### config.mk
export PLATFORM = sky130hd
export DESIGN_NAME = conveyor_color_sort_control
export DESIGN_NICKNAME = d
export VERILOG_FILES = /design/src/sv/ccs_pkg.sv /design/src/sv/ccs_regs.sv /design/src/sv/ccs_core.sv /design/src/sv/conveyor_color_sort_control.sv
export SDC_FILE = /design/constraint.sdc
export NUM_CORES = 1
export LEC_CHECK = 0
export BUFFER_PORTS_ARGS = -buffer_cell sky130_fd_sc_hd__buf_4
export CORE_MARGIN = 3
export CORE_UTILIZATION = 35
export DETAILED_ROUTE_END_ITERATION = 8
export PLACE_DENSITY = 0.63
export RECOVER_POWER = 25
export SYNTH_ARGS = -nofsm -noshare
export SYNTH_HDL_FRONTEND = slang
export SYNTH_HIERARCHICAL = 1
export SYNTH_SLANG_ARGS = --single-unit
export TNS_END_PERCENT = 30
### constraint.sdc
create_clock -name clk -period 2.6 [get_ports clk]
set_input_delay 0.13 -clock clk [delete_from_list [all_inputs] [get_ports clk]]
set_output_delay 0.13 -clock clk [all_outputs]
set_load 0.01 [all_outputs]
### src/sv/ccs_pkg.sv
// Shared types and constants of the conveyor color sort controller.
package ccs_pkg;

  localparam int unsigned ADDR_W = 5;
  localparam int unsigned DATA_W = 32;

  // Register indexes, byte address is 4 * index.
  localparam logic [2:0] REG_ALLIANCE = 3'd0;
  localparam logic [2:0] REG_MATCH    = 3'd1;
  localparam logic [2:0] REG_PRESENCE = 3'd2;
  localparam logic [2:0] REG_ARRIVE   = 3'd3;
  localparam logic [2:0] REG_DEPART   = 3'd4;
  localparam logic [2:0] REG_TIMEOUT  = 3'd5;
  localparam logic [2:0] REG_EJECT    = 3'd6;

  // Color codes.
  localparam logic [1:0] COLOR_RED     = 2'd0;
  localparam logic [1:0] COLOR_BLUE    = 2'd1;
  localparam logic [1:0] COLOR_NEUTRAL = 2'd2;

  // Hue window bounds in tenths of a degree (exclusive).
  localparam logic [11:0] HUE_RED_HI_LO = 12'd3400;
  localparam logic [11:0] HUE_RED_HI_HI = 12'd3600;
  localparam logic [11:0] HUE_RED_LO_LO = 12'd0;
  localparam logic [11:0] HUE_RED_LO_HI = 12'd200;
  localparam logic [11:0] HUE_BLUE_LO   = 12'd2100;
  localparam logic [11:0] HUE_BLUE_HI   = 12'd2400;

  // Register reset values.
  localparam logic [1:0] RST_ALLIANCE = COLOR_NEUTRAL;
  localparam logic [1:0] RST_MATCH    = COLOR_NEUTRAL;
  localparam logic [7:0] RST_PRESENCE = 8'd100;
  localparam logic [7:0] RST_ARRIVE   = 8'd220;
  localparam logic [7:0] RST_DEPART   = 8'd130;
  localparam logic [7:0] RST_TIMEOUT  = 8'd50;
  localparam logic [7:0] RST_EJECT    = 8'd7;

  typedef struct packed {
    logic [1:0] alliance_color;
    logic [1:0] match_color;
    logic [7:0] presence_level;
    logic [7:0] arrive_level;
    logic [7:0] depart_level;
    logic [7:0] sort_timeout;
    logic [7:0] eject_ticks;
  } cfg_t;

  typedef struct packed {
    logic [11:0] hue_tenths;
    logic [7:0]  proximity;
    logic        intake_forward;
    logic        jammed;
    logic        match_disabled;
    logic        index_arm;
    logic        index_cancel;
  } item_t;

  typedef struct packed {
    logic [1:0] detected_color;
    logic       eject_active;
    logic       index_stop;
    logic       sorting_active;
  } res_t;

endpackage

### src/sv/ccs_regs.sv
// Configuration register file with APB-style access.
module ccs_regs import ccs_pkg::*; (
  input  logic              clk,
  input  logic              rst_n,
  input  logic              psel,
  input  logic              penable,
  input  logic              pwrite,
  input  logic [ADDR_W-1:0] paddr,
  input  logic [DATA_W-1:0] pwdata,
  output logic [DATA_W-1:0] prdata,
  output logic              pready,
  output cfg_t              cfg
);

  cfg_t       cfg_r;
  logic       wr_en;
  logic [2:0] reg_idx;

  assign pready  = 1'b1;
  assign reg_idx = paddr[4:2];
  assign wr_en   = psel && penable && pwrite && pready;
  assign cfg     = cfg_r;

  always_ff @(posedge clk) begin
    if (!rst_n) begin
      cfg_r.alliance_color <= RST_ALLIANCE;
      cfg_r.match_color    <= RST_MATCH;
      cfg_r.presence_level <= RST_PRESENCE;
      cfg_r.arrive_level   <= RST_ARRIVE;
      cfg_r.depart_level   <= RST_DEPART;
      cfg_r.sort_timeout   <= RST_TIMEOUT;
      cfg_r.eject_ticks    <= RST_EJECT;
    end else if (wr_en) begin
      unique case (reg_idx)
        REG_ALLIANCE: cfg_r.alliance_color <= pwdata[1:0];
        REG_MATCH:    cfg_r.match_color    <= pwdata[1:0];
        REG_PRESENCE: cfg_r.presence_level <= pwdata[7:0];
        REG_ARRIVE:   cfg_r.arrive_level   <= pwdata[7:0];
        REG_DEPART:   cfg_r.depart_level   <= pwdata[7:0];
        REG_TIMEOUT:  cfg_r.sort_timeout   <= pwdata[7:0];
        REG_EJECT:    cfg_r.eject_ticks    <= pwdata[7:0];
        default: ;
      endcase
    end
  end

  always_comb begin
    unique case (reg_idx)
      REG_ALLIANCE: prdata = {30'd0, cfg_r.alliance_color};
      REG_MATCH:    prdata = {30'd0, cfg_r.match_color};
      REG_PRESENCE: prdata = {24'd0, cfg_r.presence_level};
      REG_ARRIVE:   prdata = {24'd0, cfg_r.arrive_level};
      REG_DEPART:   prdata = {24'd0, cfg_r.depart_level};
      REG_TIMEOUT:  prdata = {24'd0, cfg_r.sort_timeout};
      REG_EJECT:    prdata = {24'd0, cfg_r.eject_ticks};
      default:      prdata = '0;
    endcase
  end

endmodule

### src/sv/ccs_core.sv
// Hue classifier and sort/index state, updated once per processed tick.
module ccs_core import ccs_pkg::*; (
  input  logic  clk,
  input  logic  rst_n,
  input  logic  step,
  input  item_t item,
  input  cfg_t  cfg,
  output res_t  res
);

  logic       sort_pending_r, sort_pending_nxt;
  logic       item_arrived_r, item_arrived_nxt;
  logic [7:0] sort_count_r, sort_count_nxt;
  logic [7:0] eject_count_r, eject_count_nxt;
  logic       index_mode_r, index_mode_nxt;

  logic [1:0] color;
  logic       is_red, is_blue, present;
  logic       off_color;
  logic       arrived_now;
  logic [8:0] count_inc;
  logic       eject, stop;

  always_comb begin
    present = item.proximity > cfg.presence_level;
    is_red  = (item.hue_tenths > HUE_RED_HI_LO && item.hue_tenths < HUE_RED_HI_HI) ||
              (item.hue_tenths > HUE_RED_LO_LO && item.hue_tenths < HUE_RED_LO_HI);
    is_blue = item.hue_tenths > HUE_BLUE_LO && item.hue_tenths < HUE_BLUE_HI;
    if (present && is_red) begin
      color = COLOR_RED;
    end else if (present && is_blue) begin
      color = COLOR_BLUE;
    end else begin
      color = COLOR_NEUTRAL;
    end
  end

  assign off_color = (cfg.alliance_color < COLOR_NEUTRAL) && (color < COLOR_NEUTRAL) &&
                     (cfg.alliance_color != color);
  assign count_inc   = {1'b0, sort_count_r} + 9'd1;
  assign arrived_now = item_arrived_r ||
                       (item.proximity > cfg.arrive_level && item.intake_forward);

  always_comb begin
    sort_pending_nxt = sort_pending_r;
    item_arrived_nxt = item_arrived_r;
    sort_count_nxt   = sort_count_r;
    eject_count_nxt  = eject_count_r;
    eject            = 1'b0;
    stop             = 1'b0;
    // Cancel wins over arm.
    index_mode_nxt   = (index_mode_r || item.index_arm) && !item.index_cancel;

    if (eject_count_r != 8'd0) begin
      eject_count_nxt = eject_count_r - 8'd1;
      eject           = 1'b1;
    end else if (!item.jammed && !item.match_disabled) begin
      if (off_color && !sort_pending_r) begin
        sort_pending_nxt = 1'b1;
      end else if (sort_pending_r) begin
        if (arrived_now && item.proximity < cfg.depart_level) begin
          // This tick is the first eject tick.
          eject            = 1'b1;
          eject_count_nxt  = (cfg.eject_ticks != 8'd0) ? cfg.eject_ticks - 8'd1 : 8'd0;
          sort_pending_nxt = 1'b0;
          item_arrived_nxt = 1'b0;
          sort_count_nxt   = 8'd0;
        end else if (count_inc > {1'b0, cfg.sort_timeout}) begin
          // Give up but keep the arrival mark.
          sort_pending_nxt = 1'b0;
          item_arrived_nxt = arrived_now;
          sort_count_nxt   = 8'd0;
        end else begin
          item_arrived_nxt = arrived_now;
          sort_count_nxt   = count_inc[7:0];
        end
      end else if (index_mode_nxt) begin
        if (cfg.match_color == color && cfg.match_color != COLOR_NEUTRAL) begin
          stop           = 1'b1;
          index_mode_nxt = 1'b0;
        end
      end
    end
  end

  always_ff @(posedge clk) begin
    if (!rst_n) begin
      sort_pending_r <= 1'b0;
      item_arrived_r <= 1'b0;
      sort_count_r   <= 8'd0;
      eject_count_r  <= 8'd0;
      index_mode_r   <= 1'b0;
    end else if (step) begin
      sort_pending_r <= sort_pending_nxt;
      item_arrived_r <= item_arrived_nxt;
      sort_count_r   <= sort_count_nxt;
      eject_count_r  <= eject_count_nxt;
      index_mode_r   <= index_mode_nxt;
    end
  end

  assign res.detected_color = color;
  assign res.eject_active   = eject;
  assign res.index_stop     = stop;
  assign res.sorting_active = sort_pending_nxt || eject;

endmodule

### src/sv/conveyor_color_sort_control.sv
// Conveyor color sort controller: top level with input and result registers.
// One request is one control tick. A tick is taken into the input register, decided by the
// classifier and sort state logic while it is held there, and its result is registered in
// the result register as the tick leaves the input register. One request is taken every
// cycle while the result side keeps up. in_stall rises only when both the input and result
// registers are full and out_stall is high. Configuration registers sit at byte addresses
// 0x00 to 0x18, one per word; write them only while the block is idle.
module conveyor_color_sort_control import ccs_pkg::*; (
  input  logic              clk,
  input  logic              rst_n,
  input  logic              in_valid,
  output logic              in_stall,
  input  logic [11:0]       in_hue_tenths,
  input  logic [7:0]        in_proximity,
  input  logic              in_intake_forward,
  input  logic              in_jammed,
  input  logic              in_match_disabled,
  input  logic              in_index_arm,
  input  logic              in_index_cancel,
  output logic              out_valid,
  input  logic              out_stall,
  output logic [1:0]        out_detected_color,
  output logic              out_eject_active,
  output logic              out_index_stop,
  output logic              out_sorting_active,
  input  logic              psel,
  input  logic              penable,
  input  logic              pwrite,
  input  logic [ADDR_W-1:0] paddr,
  input  logic [DATA_W-1:0] pwdata,
  output logic [DATA_W-1:0] prdata,
  output logic              pready
);

  cfg_t  cfg;
  item_t s1_item_r;
  logic  s1_valid_r;
  res_t  res;
  res_t  out_res_r;
  logic  out_valid_r;
  logic  advance;
  logic  in_take;

  ccs_regs u_regs (
    .clk     (clk),
    .rst_n   (rst_n),
    .psel    (psel),
    .penable (penable),
    .pwrite  (pwrite),
    .paddr   (paddr),
    .pwdata  (pwdata),
    .prdata  (prdata),
    .pready  (pready),
    .cfg     (cfg)
  );

  ccs_core u_core (
    .clk   (clk),
    .rst_n (rst_n),
    .step  (advance),
    .item  (s1_item_r),
    .cfg   (cfg),
    .res   (res)
  );

  // Move the held request into the result register when that slot is free or draining.
  assign advance  = s1_valid_r && (!out_valid_r || !out_stall);
  assign in_stall = s1_valid_r && !advance;
  assign in_take  = in_valid && !in_stall;

  always_ff @(posedge clk) begin
    if (!rst_n) begin
      s1_valid_r <= 1'b0;
    end else if (in_take) begin
      s1_valid_r <= 1'b1;
    end else if (advance) begin
      s1_valid_r <= 1'b0;
    end
  end

  always_ff @(posedge clk) begin
    if (in_take) begin
      s1_item_r.hue_tenths     <= in_hue_tenths;
      s1_item_r.proximity      <= in_proximity;
      s1_item_r.intake_forward <= in_intake_forward;
      s1_item_r.jammed         <= in_jammed;
      s1_item_r.match_disabled <= in_match_disabled;
      s1_item_r.index_arm      <= in_index_arm;
      s1_item_r.index_cancel   <= in_index_cancel;
    end
  end

  always_ff @(posedge clk) begin
    if (!rst_n) begin
      out_valid_r <= 1'b0;
    end else if (advance) begin
      out_valid_r <= 1'b1;
    end else if (!out_stall) begin
      out_valid_r <= 1'b0;
    end
  end

  always_ff @(posedge clk) begin
    if (advance) begin
      out_res_r <= res;
    end
  end

  assign out_valid          = out_valid_r;
  assign out_detected_color = out_res_r.detected_color;
  assign out_eject_active   = out_res_r.eject_active;
  assign out_index_stop     = out_res_r.index_stop;
  assign out_sorting_active = out_res_r.sorting_active;

endmodule

**Word level (Yosys, flattened, before mapping)**

Cells that the tools add are included.

- Register bits: 95
- Output and inout port bits: 40

- $add $sub $neg: 3
- Magnitude comparators: 12
- Equal/unequal tests: 11
- Multiplexer cells: 34
- Bitwise gates (word level): 4
- Reductions and logical operators: 48

Operators by type and width:

| operator | count |
|---|---|
| $mux 8 | 8 |
| $pmux 8 s7 | 1 |
| $gt 12x12->1 const B | 2 |
| $lt 12x12->1 const B | 2 |
| $mux 1 | 23 |
| $logic_and 1x1->1 | 18 |
| $gt 8x8->1 | 2 |
| $reduce_bool 8->1 | 2 |
| $sub 8x1->8 const B | 2 |
| $reduce_and 2->1 | 7 |
| $gt 12x1->1 const B | 1 |
| $lt 12x8->1 const B | 1 |
| $reduce_and 5->1 | 2 |
| $add 8x1->9 const B | 1 |
| $eq 3x3->1 const B | 3 |
| $gt 9x8->1 | 1 |
| $logic_not 1->1 | 8 |
| $lt 8x8->1 | 1 |
| $reduce_bool 2->1 | 4 |
| $eq 3x2->1 const B | 2 |
| $logic_or 1x1->1 | 5 |
| $reduce_or 5->1 | 1 |
| $lt 2x2->1 const B | 2 |
| $mux 2 | 2 |
| 7 further kinds | 11 |

**Longest topological paths before layout**

Gate-level depths: netlist of run 1.

- Depth in word-level cells: 13
- Mapped depth: 13
- Gate-level depth less buffers: 12

**By module**

The synthesis of run 1 kept the hierarchy.

By module, submodules not included:

| module | times used | cells each | area each (µm²) | seq. area each (µm²) |
|---|---|---|---|---|
| ccs_core | 1 | 323 | 2353.5 | 380.4 |
| ccs_regs | 1 | 254 | 2317.2 | 880.8 |
| conveyor_color_sort_control | 1 | 38 | 984.7 | 940.9 |

**Worst setup path before layout of run 1**

No wires, ideal clock.

- Path type: reg-to-reg
- From: register s1_item_r[19] in the netlist's numbering
- To: register out_res_r (netlist bit out_index_stop), data pin
- Library setup time: 0.251 ns
- Data arrival time: 2.515 ns
- Data required time: 2.349 ns
- Slack: -0.166 ns
- Stages on the path, launching flop included: 11
- Path buffers: 1
- Period minus slack after synthesis: 2.766 ns
- Cell sequence: edfxtp_1 -> nor4_1 -> or3b_2 -> a31oi_1 -> a21oi_1 -> ha_1 -> nor2_1 -> a21boi_0 -> a31oi_1 -> and3_1 -> buf_4

- Cells in the longest elaborated chain, start to end: 10

Ends and longest elaborated chain:

| what | line | text |
|---|---|---|
| start: declaration | conveyor_color_sort_control.sv:36 | `item_t s1_item_r;` |
| $gt 12x12->1, or another cell as far along | ccs_core.sv:28 | `is_blue = item.hue_tenths > HUE_BLUE_LO && item.hue_tenths < HUE_BLUE_HI;` |
| $logic_and 1x1->1 (on tied branches) | ccs_core.sv:28, ccs_core.sv:26, ccs_core.sv:27 |  |
| $logic_and 1x1->1 / $logic_or 1x1->1 (equally long branches) | ccs_core.sv:31, ccs_core.sv:26 |  |
| $mux 2 / $logic_and 1x1->1 (equally long branches) | ccs_core.sv:31, ccs_core.sv:29 |  |
| $mux 2 (*) | ccs_core.sv:29 | `if (present && is_red) begin` |
| $lt 2x2->1 | ccs_core.sv:38 | `assign off_color = (cfg.alliance_color < COLOR_NEUTRAL) && (color < COLOR_NEUTRAL) &&` |
| $logic_and 1x1->1 (2 in series) | ccs_core.sv:38 |  |
| $logic_and 1x1->1 | ccs_core.sv:58 | `if (off_color && !sort_pending_r) begin` |
| $reduce_or 5->1 (no line) | n/a |  |
| end signal: assignment | conveyor_color_sort_control.sv:105 | `out_res_r <= res;` |
| end: declaration | conveyor_color_sort_control.sv:39 | `res_t out_res_r;` |

Mark *: on every way between the ends. The rest lies on a longest branch, timed or not.
A chain may end at the register's enable or synchronous reset.

==> results of run 1 <==
[area by class of cell]
class / instances / area [µm²]
well taps: 211 / 264
clock inverters: 4 / 20.0
inverters: 46 / 173
repair buffers: 128 / 1030
multi-input cells: 449 / 3270
fillers: 1435 / 8260
flip-flops and latches: 95 / 2210
clock buffers: 12 / 256
[synth_stat cells (4+ instances only)]
master                      count
sky130_fd_sc_hd__a22o_1         7
sky130_fd_sc_hd__nand3_1       41
sky130_fd_sc_hd__mux2i_1       45
sky130_fd_sc_hd__o211ai_1       4
sky130_fd_sc_hd__buf_4         29
sky130_fd_sc_hd__a221o_1        5
sky130_fd_sc_hd__inv_1         46
sky130_fd_sc_hd__o2111ai_1      4
sky130_fd_sc_hd__edfxtp_1      30
sky130_fd_sc_hd__nor2_1        30
sky130_fd_sc_hd__a211oi_1       4
sky130_fd_sc_hd__ha_1          36
sky130_fd_sc_hd__o22ai_1        5
sky130_fd_sc_hd__a31oi_1        5
sky130_fd_sc_hd__buf_2          9
sky130_fd_sc_hd__a21o_1         4
sky130_fd_sc_hd__xnor2_1        8
sky130_fd_sc_hd__dfxtp_1       65
sky130_fd_sc_hd__a21oi_1       13
sky130_fd_sc_hd__o21ai_0       28
sky130_fd_sc_hd__nand2_1       74
sky130_fd_sc_hd__clkbuf_1       8
sky130_fd_sc_hd__nor3_1         5
sky130_fd_sc_hd__o21a_1         4
sky130_fd_sc_hd__nor4_1         5
sky130_fd_sc_hd__nor2b_1       16
sky130_fd_sc_hd__and3_1         6
sky130_fd_sc_hd__and2_1         5
sky130_fd_sc_hd__nand4_1        7
[path summary, 6_finish.rpt]
path                                           end  depth (start not counted)
worst max-delay path            out_sorting_active                         10
worst min-delay path                u_regs/cfg[23]                          3
worst max register to register  out_sorting_active                         10
worst min register to register      u_regs/cfg[24]                          2
[power breakdown]
| part | internal [mW] | switching [mW] |
|---|---|---|
| clock | 0.695 | 0.562 |
| combinational | 0.186 | 0.218 |
| sequential | 1.57 | 0.0236 |
| total | 2.45 | 0.804 |
[stage by stage]
stage                     power [mW]  std cells  hold WS [ns]
after global placement          1.97        899         0.308
after detailed placement        1.98        899         0.309
after CTS                       3.26        941        0.0320
after floorplan                 1.84        638         0.229
final                           3.25        945        0.0412
after global routing            3.37        945        0.0482
[what timing repair did]
action                     CTS  global route
setup buffers                0             4
pin swaps                    4            17
resized for setup            6            38
setup endpoints to repair    6            14
cloned                       0             0
hold buffers                26             0
hold endpoints to repair    26             0
[metal layers]
| layer | vias to the layer above | part of all wire |
|---|---|---|
| met4 | 0 | 0.023 |
| met5 | - | 0 |
| met1 | 2320 | 0.43 |
| met3 | 28 | 0.063 |
| met2 | 188 | 0.49 |
| li1 | 2383 | - |
[cell families after synthesis]
family          count (synthesis)  share of synthesized area
mux                            49                     0.0896
flops                          95                      0.389
fa+ha+maj                      36                     0.0796
simple gates                  221                      0.203
xor+xnor                       11                     0.0170
buf+inv                        94                     0.0863
other cells                     2                    0.00133
compound gates                107                      0.133
[registers in the layout (all words and copies together) (netlist names)]
signal                 flops
u_regs/cfg                44
s1_item_r                 25
u_core/eject_count_r       8
u_core/sort_count_r        8
out_detected_color         2
out_eject_active           1
out_index_stop             1
out_sorting_active         1
out_valid                  1
s1_valid_r                 1
u_core/index_mode_r        1
u_core/item_arrived_r      1
u_core/sort_pending_r      1
[worst max-delay path: cells and delay by family (launching register included)]
family / cells / cell delay, ns
DFF: 1 / 0.43
AOI/OAI and AO/OA: 5 / 0.93
adders and majority gates: 1 / 0.24
and+or+nand+nor: 4 / 0.78
==> results.md, run 1 <==
- Synth warn: 6
- I/O pin total: 109
- Global-route wire length before repair: 24,300 µm
- Reg2Reg Launch Point: s1_item_r[19]
- Routed length per instance: ~16 µm
- Setup Skew: a little under 0.006 ns
- Count of endpoints failing setup in the final report: 1
- Initial core utilization: 0.365
- Final worst-path cycle share: 1.01
- Max capacitance violation total: 0
- Total vias in the final route: ~4,900
- Core outline area: 15,500 µm²
- Largest net degree at the start of global routing: 39
- Crit path max fanout: 3
- Average instance area after synthesis: a little over 9 µm²
- Number of cell rows: between 40 and 50
- Layout net count: around 830
- Sequential fraction of the synthesis area: 0.389
- Setup repair after global routing missed its margin: true
- Max IR drop VDD: between 200 and 300 µV
- Dpl cell area: approximately 6500 µm²
- Clock Path Buffers: 2
- CTS tree: yes
- Worst reg2reg setup slack: -0.02 ns
- Via count of the first global-routing pass: approximately 4,900
- Die outline height: ~130 µm
- Post-route worst setup slack: -0.0183 ns
- Number of buffers added by the clock tree synthesis step: 9
- Number of antenna-violating nets in the routed design: 0
- Outcome: finished, violations left
- Count of input and output buffers: 57
- Drc violations: 0
- Global-route track usage on met1: 0.212
- Synthesized flop and latch total: 95
- Slowest stage delay, CP: between 0.4 and 0.5 ns
- Slew Viols, Final: 0
- Leakage power: about 3 nW
- Leading register cell type out of synthesis: sky130_fd_sc_hd__dfxtp_1
- Fraction of final layout cells sized beyond drive strength 1: 0.233
- Total number of H-tree levels: 3
- Die Area: between 15,000 and 20,000 µm²
- Yosys cell types: 73
- Placer's final routability congestion estimate: between 0.8 and 0.9
- All-layer global routing usage: 0.169
- Data arrival time of the critical path: ~2.7 ns
- Core utilization of the finished layout: 0.467
- Layout overhead on the synthesized area: 27.8%
- Launching instance or port of the critical path: s1_item_r[19]
- Antenna cells: 0
- Number of instances in the synthesized netlist: just over 600
- Critical path, cell by cell: nor4_2, nand3_1, a221oi_2, a31oi_4, a21oi_4, ha_4, nor2b_1, nand4b_1, a31oi_4, o31ai_2
- Vias per std cell: between 5 and 6
- Worst rel slew slack: 0.264
- Slowest stage cell on the critical path: sky130_fd_sc_hd__edfxtp_1
- Die Wd: 133 µm
- Initial antenna violation count: 0
- Async SR Flop Fraction: 0
- Number of sinks handled by clock tree synthesis: 95
- Violated checks: negative setup slack
- Most frequent cell on the critical path: sky130_fd_sc_hd__a31oi_4
- Final number of hold-violating endpoints: 0
- Fraction of post-synthesis cell area in the top cell type by area: 0.230
- Required time of the worst setup path: about 2.7 ns
- Worst-margin pin slew: between 1 and 1.5 ns
- Aggregate negative setup slack: -0.0183 ns
- Post-route design area: approximately 7200 µm²
- Detailed Place HPWL: 11,300 µm
- Number of iterations in the first detailed-routing pass: 5
- Leading cell type in the layout, fill and taps excluded: sky130_fd_sc_hd__buf_4
- Source-to-sink clock delay at the later pin of the worst-skew pair: approximately 0.35 ns
- Buffer cell driving the clock tree root: sky130_fd_sc_hd__clkbuf_16
- Grt peak-use layer: met2
- Most frequent cells in the layout: 74 x sky130_fd_sc_hd__buf_4, 73 x sky130_fd_sc_hd__nand2_1, 59 x sky130_fd_sc_hd__dfxtp_1, 46 x sky130_fd_sc_hd__inv_1, 45 x sky130_fd_sc_hd__mux2i_1
- Number of DRC violations after detailed-routing iteration 0: about 300
- Sum of routed wire length over all layers: 15,400 µm
- Startpoint of the tightest hold check path: pwdata[7]
- Worst Setup End Kind: flop
- Number of enable flip-flop cells after synthesis: 30
- HP Class: input pin to flop
- Summed instance area of the synthesized netlist: 5660 µm²
- Pre-CTS worst setup slack: -0.183 ns
- Synth area leader: sky130_fd_sc_hd__dfxtp_1
- Global routing met3 resource utilization: 0.0351
- Final critical-path required period: 2.62 ns
- Max frequency: 382 MHz
- Leftover overflow at the end of global routing: 0
- Grt met2 use: 0.285
- Worst Setup Path Type: flop to flop
- Critical path startpoint category: flop
- Power per cell area: ~450 nW/µm²
- CTS clock-pin slew for the worst setup and hold paths: 0.07 ns
- Largest cells by area after synthesis: sky130_fd_sc_hd__dfxtp_1 23%, sky130_fd_sc_hd__edfxtp_1 16%, sky130_fd_sc_hd__ha_1 8.0%
No activity file was read; power rests on OpenSTA's default activity.
==> run 2, diff against run 1 <==
==> constraint.sdc (replaced) <==
create_clock -name clk -period 2.6 [get_ports clk]
set_input_delay 0.52 -clock clk [delete_from_list [all_inputs] [get_ports clk]]
set_output_delay 0.52 -clock clk [all_outputs]
set_load 0.01 [all_outputs]
==> results.md, run 2 (synthesis results as in run 1) <==
- Outcome: finished clean
- Number of antenna-violating nets in the routed design: 0 (unchanged)
- Layout overhead on the synthesized area: 22.7%
- Power per cell area: 464 nW/µm² (+3.2%)
- Internal Dissipation: 2.43 mW (-0.67%)
- Layout net count: 812 (-2.6%)
- Number of buffers added by the clock tree synthesis step: 9 (unchanged)
- Required time of the worst setup path: 2.70 ns (about the same)
- Worst rel slew slack: 0.529 (+0.264)
- Drc violations: 0 (unchanged)
- Placer's final routability congestion estimate: 0.869 (-0.42%)
- Final number of hold-violating endpoints: 0 (unchanged)
- Die outline height: 133 µm (unchanged)
- Data arrival time of the critical path: 2.69 ns (-0.03 ns)
- Count of input and output buffers: 57 (unchanged)
- Die Wd: 133 µm (unchanged)
- Aggregate negative setup slack: 0 ns (+0.0183 ns)
- Routed length per instance: 16.4 µm (+0.99%)
- Number of iterations in the first detailed-routing pass: 5 (unchanged)
- Die Area: 17,700 µm² (unchanged)
- Number of DRC violations after detailed-routing iteration 0: 355 (+19%)
- Delay-heaviest family, CP: compound AO/OA/AOI/OAI gates
- Global-route wire length before repair: 23,600 µm (-2.7%)
- Initial antenna violation count: 0 (unchanged)
- Slowest stage delay, CP: 0.46 ns (+0.03 ns)
- Post-route worst setup slack: 0.0110 ns (+0.0293 ns)
- Source-to-sink clock delay at the later pin of the worst-skew pair: 0.35 ns (about the same)
- Crit path max fanout: 4 (+1)
- Pre-CTS worst setup slack: -0.163 ns (+0.0197 ns)
- Max frequency: 386 MHz (+1.1%)
- Count of endpoints failing setup in the final report: 0 (-1)
- Final critical-path required period: 2.59 ns (-0.0293 ns)
- Leakage power: 2.98 nW (-3.5%)
- CTS tree: yes
- Net switching power of the design: 0.790 mW (-1.7%)
- Final worst-path cycle share: 0.996 (-0.0113)
- Max IR drop VDD: 299 µV (+4.5%)
- Hold slack final: 0.369 ns (+0.328 ns)
- Share of total power in the clock network: 0.389 (+0.002)
- CTS clock-pin slew for the worst setup and hold paths: 0.07 ns (about the same)
- Setup Skew: 0.00964 ns (+0.00385 ns)
- Total number of H-tree levels: 3 (unchanged)
- All-layer global routing usage: 0.166 (-0.00335)
- Buffer cell driving the clock tree root: sky130_fd_sc_hd__clkbuf_16
- Largest net degree at the start of global routing: 42 (+7.7%)
- Critical path startpoint category: flop
- Number of cell rows: 45 (unchanged)
- Leftover overflow at the end of global routing: 0 (unchanged)
- Max capacitance violation total: 0 (unchanged)
- Vias per std cell: 5.26 (+1.0%)
- Core utilization of the finished layout: 0.448 (-0.0186)
- Worst Setup End Kind: flop
- Most frequent cells in the layout: 79 x sky130_fd_sc_hd__buf_4, 73 x sky130_fd_sc_hd__nand2_1, 58 x sky130_fd_sc_hd__dfxtp_1, 46 x sky130_fd_sc_hd__inv_1, 45 x sky130_fd_sc_hd__mux2i_1
- Bufs and invs on worst path: 0 (unchanged)
- Fraction of final layout cells sized beyond drive strength 1: 0.235 (+0.00191)
- Initial core utilization: 0.365 (unchanged)
- Net switching share of the total power: 0.245 (-0.00199)
- Antenna cells: 0 (unchanged)
- I/O pin total: 109 (unchanged)
- PnR Total Power: 3.22 mW (-0.93%)
- Flip-flop count of the largest register, all copies and words added: 44 (unchanged)
- Slew Viols, Final: 0 (unchanged)
- Leading cell type in the layout, fill and taps excluded: sky130_fd_sc_hd__buf_4
- Core outline area: 15,500 µm² (unchanged)
- Sequential group share of total power: 0.494 (+0.005)
- Via count of the first global-routing pass: 4,686 (-4.3%)
- Worst-margin pin slew: 0.704 ns (-0.400 ns)
- Critical path, cell by cell: nor4_4, nand3_1, a221oi_2, a31oi_4, a21oi_4, ha_4, nor2b_1, nand4b_1, a31oi_2, o31ai_1
- Detailed Place HPWL: 11,300 µm (-0.47%)
- Total vias in the final route: 4,849 (-1.4%)
- Setup repair after global routing missed its margin: true
- Slowest stage cell on the critical path: sky130_fd_sc_hd__edfxtp_1
- Count of hold buffers inserted by post-cts repair: 0 (-100%)
- Number of sinks handled by clock tree synthesis: 95 (unchanged)
- Sum of routed wire length over all layers: 15,200 µm (-1.5%)
- Clock Path Buffers: 2 (unchanged)
- Portion of total power attributed to combinational logic: 0.117 (-0.007)
- Worst Setup Path Type: flop to flop
- HP Class: input pin to flop
-- run 2: layout make-up --
| cell class | instances | area, µm² |
|---|---|---|
| Clock buffer | 14 | 265 |
| Multi-Input combinational cell | 449 | 3220 |
| Timing Repair Buffer | 106 | 796 |
| Tap cell | 211 | 264 |
| Clock inverter | 1 | 5.00 |
| Fill cell | 1482 | 8550 |
| Inverter | 46 | 173 |
| Sequential cell | 95 | 2210 |
-- run 2: power by group through the flow --
stage / clock [mW] / sequential (mW) / combinational, mW
after detailed placement: 0 / 1.62 / 0.360
after CTS: 1.27 / 1.59 / 0.365
after floorplan: 0 / 1.62 / 0.220
after global placement: 0 / 1.62 / 0.351
after global routing: 1.33 / 1.59 / 0.412
final: 1.25 / 1.59 / 0.378
-- run 2: timing repair --
action                                  4_1_cts  5_1_grt
pin swaps                                     5       12
endpoints found under the hold margin         0        0
gates resized for setup                       9       25
setup buffers                                 0        2
endpoints found under the setup margin        6       13
-- run 2: path summary, 6_finish.rpt --
| kind | slack [ns] | end | from | depth (start not counted) |
|---|---|---|---|---|
| worst max register to register | 0.01 | out_sorting_active | s1_item_r[19] | 10 |
| worst min-delay path | 0.37 | s1_item_r[7] | in_proximity[2] | 1 |
| worst min register to register | 0.49 | u_core/eject_count_r[6] | u_core/eject_count_r[6] | 2 |
| worst max-delay path | 0.01 | out_sorting_active | s1_item_r[19] | 10 |
-- run 2: stage by stage --
stage               instances  instance area, µm²
global route              922                6940
global placement          905                6500
floorplan                 638                5770
finish                    922                6940
CTS                       920                6810
detailed placement        905                6500
-- run 2: metal layers --
layer / wire length (µm) / vias up / GRT usage
met5: 0 / - / 0
met4: 315 / 0 / 0.0571
met3: 918 / 27 / 0.0329
met2: 7170 / 179 / 0.274
met1: 6750 / 2305 / 0.218
li1: - / 2338 / -
==> run 3, diff against run 2 <==
--- a/config.mk
+++ b/config.mk
@@ -8,8 +8,9 @@
 export BUFFER_PORTS_ARGS = -buffer_cell sky130_fd_sc_hd__buf_4
 export CORE_MARGIN = 3
 export CORE_UTILIZATION = 35
+export CTS_BUF_LIST = sky130_fd_sc_hd__clkbuf_16
 export DETAILED_ROUTE_END_ITERATION = 8
-export PLACE_DENSITY = 0.63
+export PLACE_DENSITY_LB_ADDON = 0.25
 export RECOVER_POWER = 25
 export SYNTH_ARGS = -nofsm -noshare
 export SYNTH_HDL_FRONTEND = slang
==> results.md, run 3 (synthesis results as in run 1) <==
- Pre-CTS worst setup slack: -0.148 ns (+0.0152 ns)
- Die Area: 17,700 µm² (unchanged)
- Crit path max fanout: 3 (-1)
- Critical path startpoint category: flop
- Source-to-sink clock delay at the later pin of the worst-skew pair: 0.35 ns (about the same)
- Count of hold buffers inserted by post-cts repair: 0 (unchanged)
- Delay-heaviest family, CP: compound AO/OA/AOI/OAI gates
- Vias per std cell: 5.22 (-0.77%)
- Required time of the worst setup path: 2.69 ns (about the same)
- Violated checks: negative setup slack
- Bufs and invs on worst path: 1 (+1)
- Max IR drop VDD: 391 µV (+31%)
- Power per cell area: 489 nW/µm² (+5.3%)
- Slew Viols, Final: 0 (unchanged)
- Slowest stage cell on the critical path: sky130_fd_sc_hd__dfxtp_2
- Die outline height: 133 µm (unchanged)
- Number of sinks handled by clock tree synthesis: 95 (unchanged)
- Layout overhead on the synthesized area: 25.4%
- Final critical-path required period: 2.69 ns (+0.103 ns)
- Dpl cell area: 6510 µm² (+0.19%)
- Number of buffers added by the clock tree synthesis step: 9 (unchanged)
- Number of DRC violations after detailed-routing iteration 0: 380 (+7.0%)
- Worst Setup Path Type: flop to flop
- Leakage power: 3.06 nW (+2.6%)
- Total vias in the final route: 4,838 (-0.23%)
- Post-route design area: 7090 µm² (+2.2%)
- Final number of hold-violating endpoints: 0 (unchanged)
- Final worst-path cycle share: 1.04 (+0.0396)
- Routed length per instance: 16.4 µm (-0.51%)
- Via count of the first global-routing pass: 4,731 (+0.96%)
- Antenna cells: 0 (unchanged)
- Clock Path Buffers: 2 (unchanged)
- Number of antenna-violating nets in the routed design: 0 (unchanged)
- Aggregate negative setup slack: -0.150 ns (-0.150 ns)
- Max capacitance violation total: 0 (unchanged)
- Largest net degree at the start of global routing: 69 (+64%)
- Initial core utilization: 0.365 (unchanged)
- Fillers: 1,465 (-1.1%)
- Leading cell type in the layout, fill and taps excluded: sky130_fd_sc_hd__buf_4
- Detailed Place HPWL: 11,100 µm (-1.5%)
- Outcome: finished, violations left
- Critical path, cell by cell: inv_1, ha_1, a211oi_2, nor2_1, o31a_1, nand2_2, a21oi_2, ha_1, nor2b_1, nand4b_1, a31oi_4, o31ai_2
- Number of cell rows: 45 (unchanged)
- Setup Skew: 0.00832 ns (-0.00131 ns)
- Buffer cell driving the clock tree root: sky130_fd_sc_hd__clkbuf_16
- Flip-flop count of the largest register, all copies and words added: 44 (unchanged)
- Count of endpoints failing setup in the final report: 2 (+2)
- Worst Setup End Kind: flop
- Die Wd: 133 µm (unchanged)
- Total number of H-tree levels: 3 (unchanged)
- Sum of routed wire length over all layers: 15,200 µm (about the same)
- Hold slack final: 0.367 ns (-0.00221 ns)
- Fraction of final layout cells sized beyond drive strength 1: 0.250 (+0.0151)
- Layout net count: 816 (+0.49%)
- Max frequency: 371 MHz (-3.8%)
- Initial antenna violation count: 0 (unchanged)
- Global-route wire length before repair: 23,800 µm (+0.49%)
- Leftover overflow at the end of global routing: 0 (unchanged)
- Count of placed standard cells in the final layout, fillers left out: 927 (+0.54%)
- Drc violations: 0 (unchanged)
- Placer's final routability congestion estimate: 0.859 (-1.2%)
- Number of iterations in the first detailed-routing pass: 5 (unchanged)
- Post-route worst setup slack: -0.0920 ns (-0.103 ns)
- Area of the multi-input gates: 3290 µm² (+2.1%)
- Number of cells after detailed placement: 905 (unchanged)
- All-layer global routing usage: 0.167 (+0.000824)
- Worst-margin pin slew: 1.31 ns (+0.611 ns)
- Most frequent cells in the layout: 81 x sky130_fd_sc_hd__buf_4, 73 x sky130_fd_sc_hd__nand2_1, 58 x sky130_fd_sc_hd__dfxtp_1, 49 x sky130_fd_sc_hd__inv_1, 45 x sky130_fd_sc_hd__mux2i_1
- Setup repair after global routing missed its margin: true
- HP Class: input pin to flop
- CTS clock-pin slew for the worst setup and hold paths: 0.07 ns (about the same)
- Count of input and output buffers: 57 (unchanged)
- Core outline area: 15,500 µm² (unchanged)
- Data arrival time of the critical path: 2.79 ns (+0.10 ns)
- CTS tree: yes
- Sequential Area: 2210 µm² (unchanged)
- Slowest stage delay, CP: 0.34 ns (-0.12 ns)
- I/O pin total: 109 (unchanged)
- Most frequent cell on the critical path: sky130_fd_sc_hd__ha_1
- Worst rel slew slack: 0.124 (-0.405)
==> run 3: cell count changes in the layout (fill, tap and decap cells not counted), sizes merged <==
cell,before,now
buf,80,82
bufinv,0,3
clkbuf,40,37
inv,46,49
==> run 3: power by group <==
| part | switching, mW | internal [mW] |
|---|---|---|
| clock network | 0.566 | 0.927 |
| logic | 0.217 | 0.166 |
| registers | 0.0225 | 1.57 |
==> run 3: layer usage <==
metal | track usage | vias up | part of all wire
met5 | 0 | - | 0
met4 | 0.0549 | 0 | 0.026
met3 | 0.0419 | 27 | 0.062
met2 | 0.273 | 174 | 0.47
met1 | 0.217 | 2292 | 0.44
li1 | - | 2345 | -
==> run 3: area by class of cell <==
cell class                 instances  share of cell area
clock buffer                       9              0.0318
tap                              211              0.0372
multi-input combinational        449               0.464
inverter                          46              0.0243
clock inverter                     7              0.0148
sequential                        95               0.312
timing repair buffer             110               0.116
==> run 3: timing repair <==
item / 4_1_cts / 5_1_grt
pin swaps: 9 / 14
hold endpoints to repair: 0 / 0
buffers inserted: 2 / 4
resized for setup: 7 / 37
setup endpoints to repair: 6 / 14
==> run 3: worst paths after layout <==
kind,startpoint,to,slack (ns),cells past startpoint
hold reg to reg,u_regs/cfg[14],u_regs/cfg[14],0.48,2
setup reg to reg,u_regs/cfg[37],out_sorting_active,-0.09,12
setup / recovery,u_regs/cfg[37],out_sorting_active,-0.09,12
hold / removal,in_hue_tenths[11],s1_item_r[24],0.37,1
==> run 3: through the flow <==
stage / util / total power [mW]
after detailed placement: 0.420 / 1.98
after global placement: 0.420 / 1.97
final: 0.458 / 3.47
after global routing: 0.458 / 3.59
after CTS: 0.445 / 3.47
after floorplan: - / 1.84
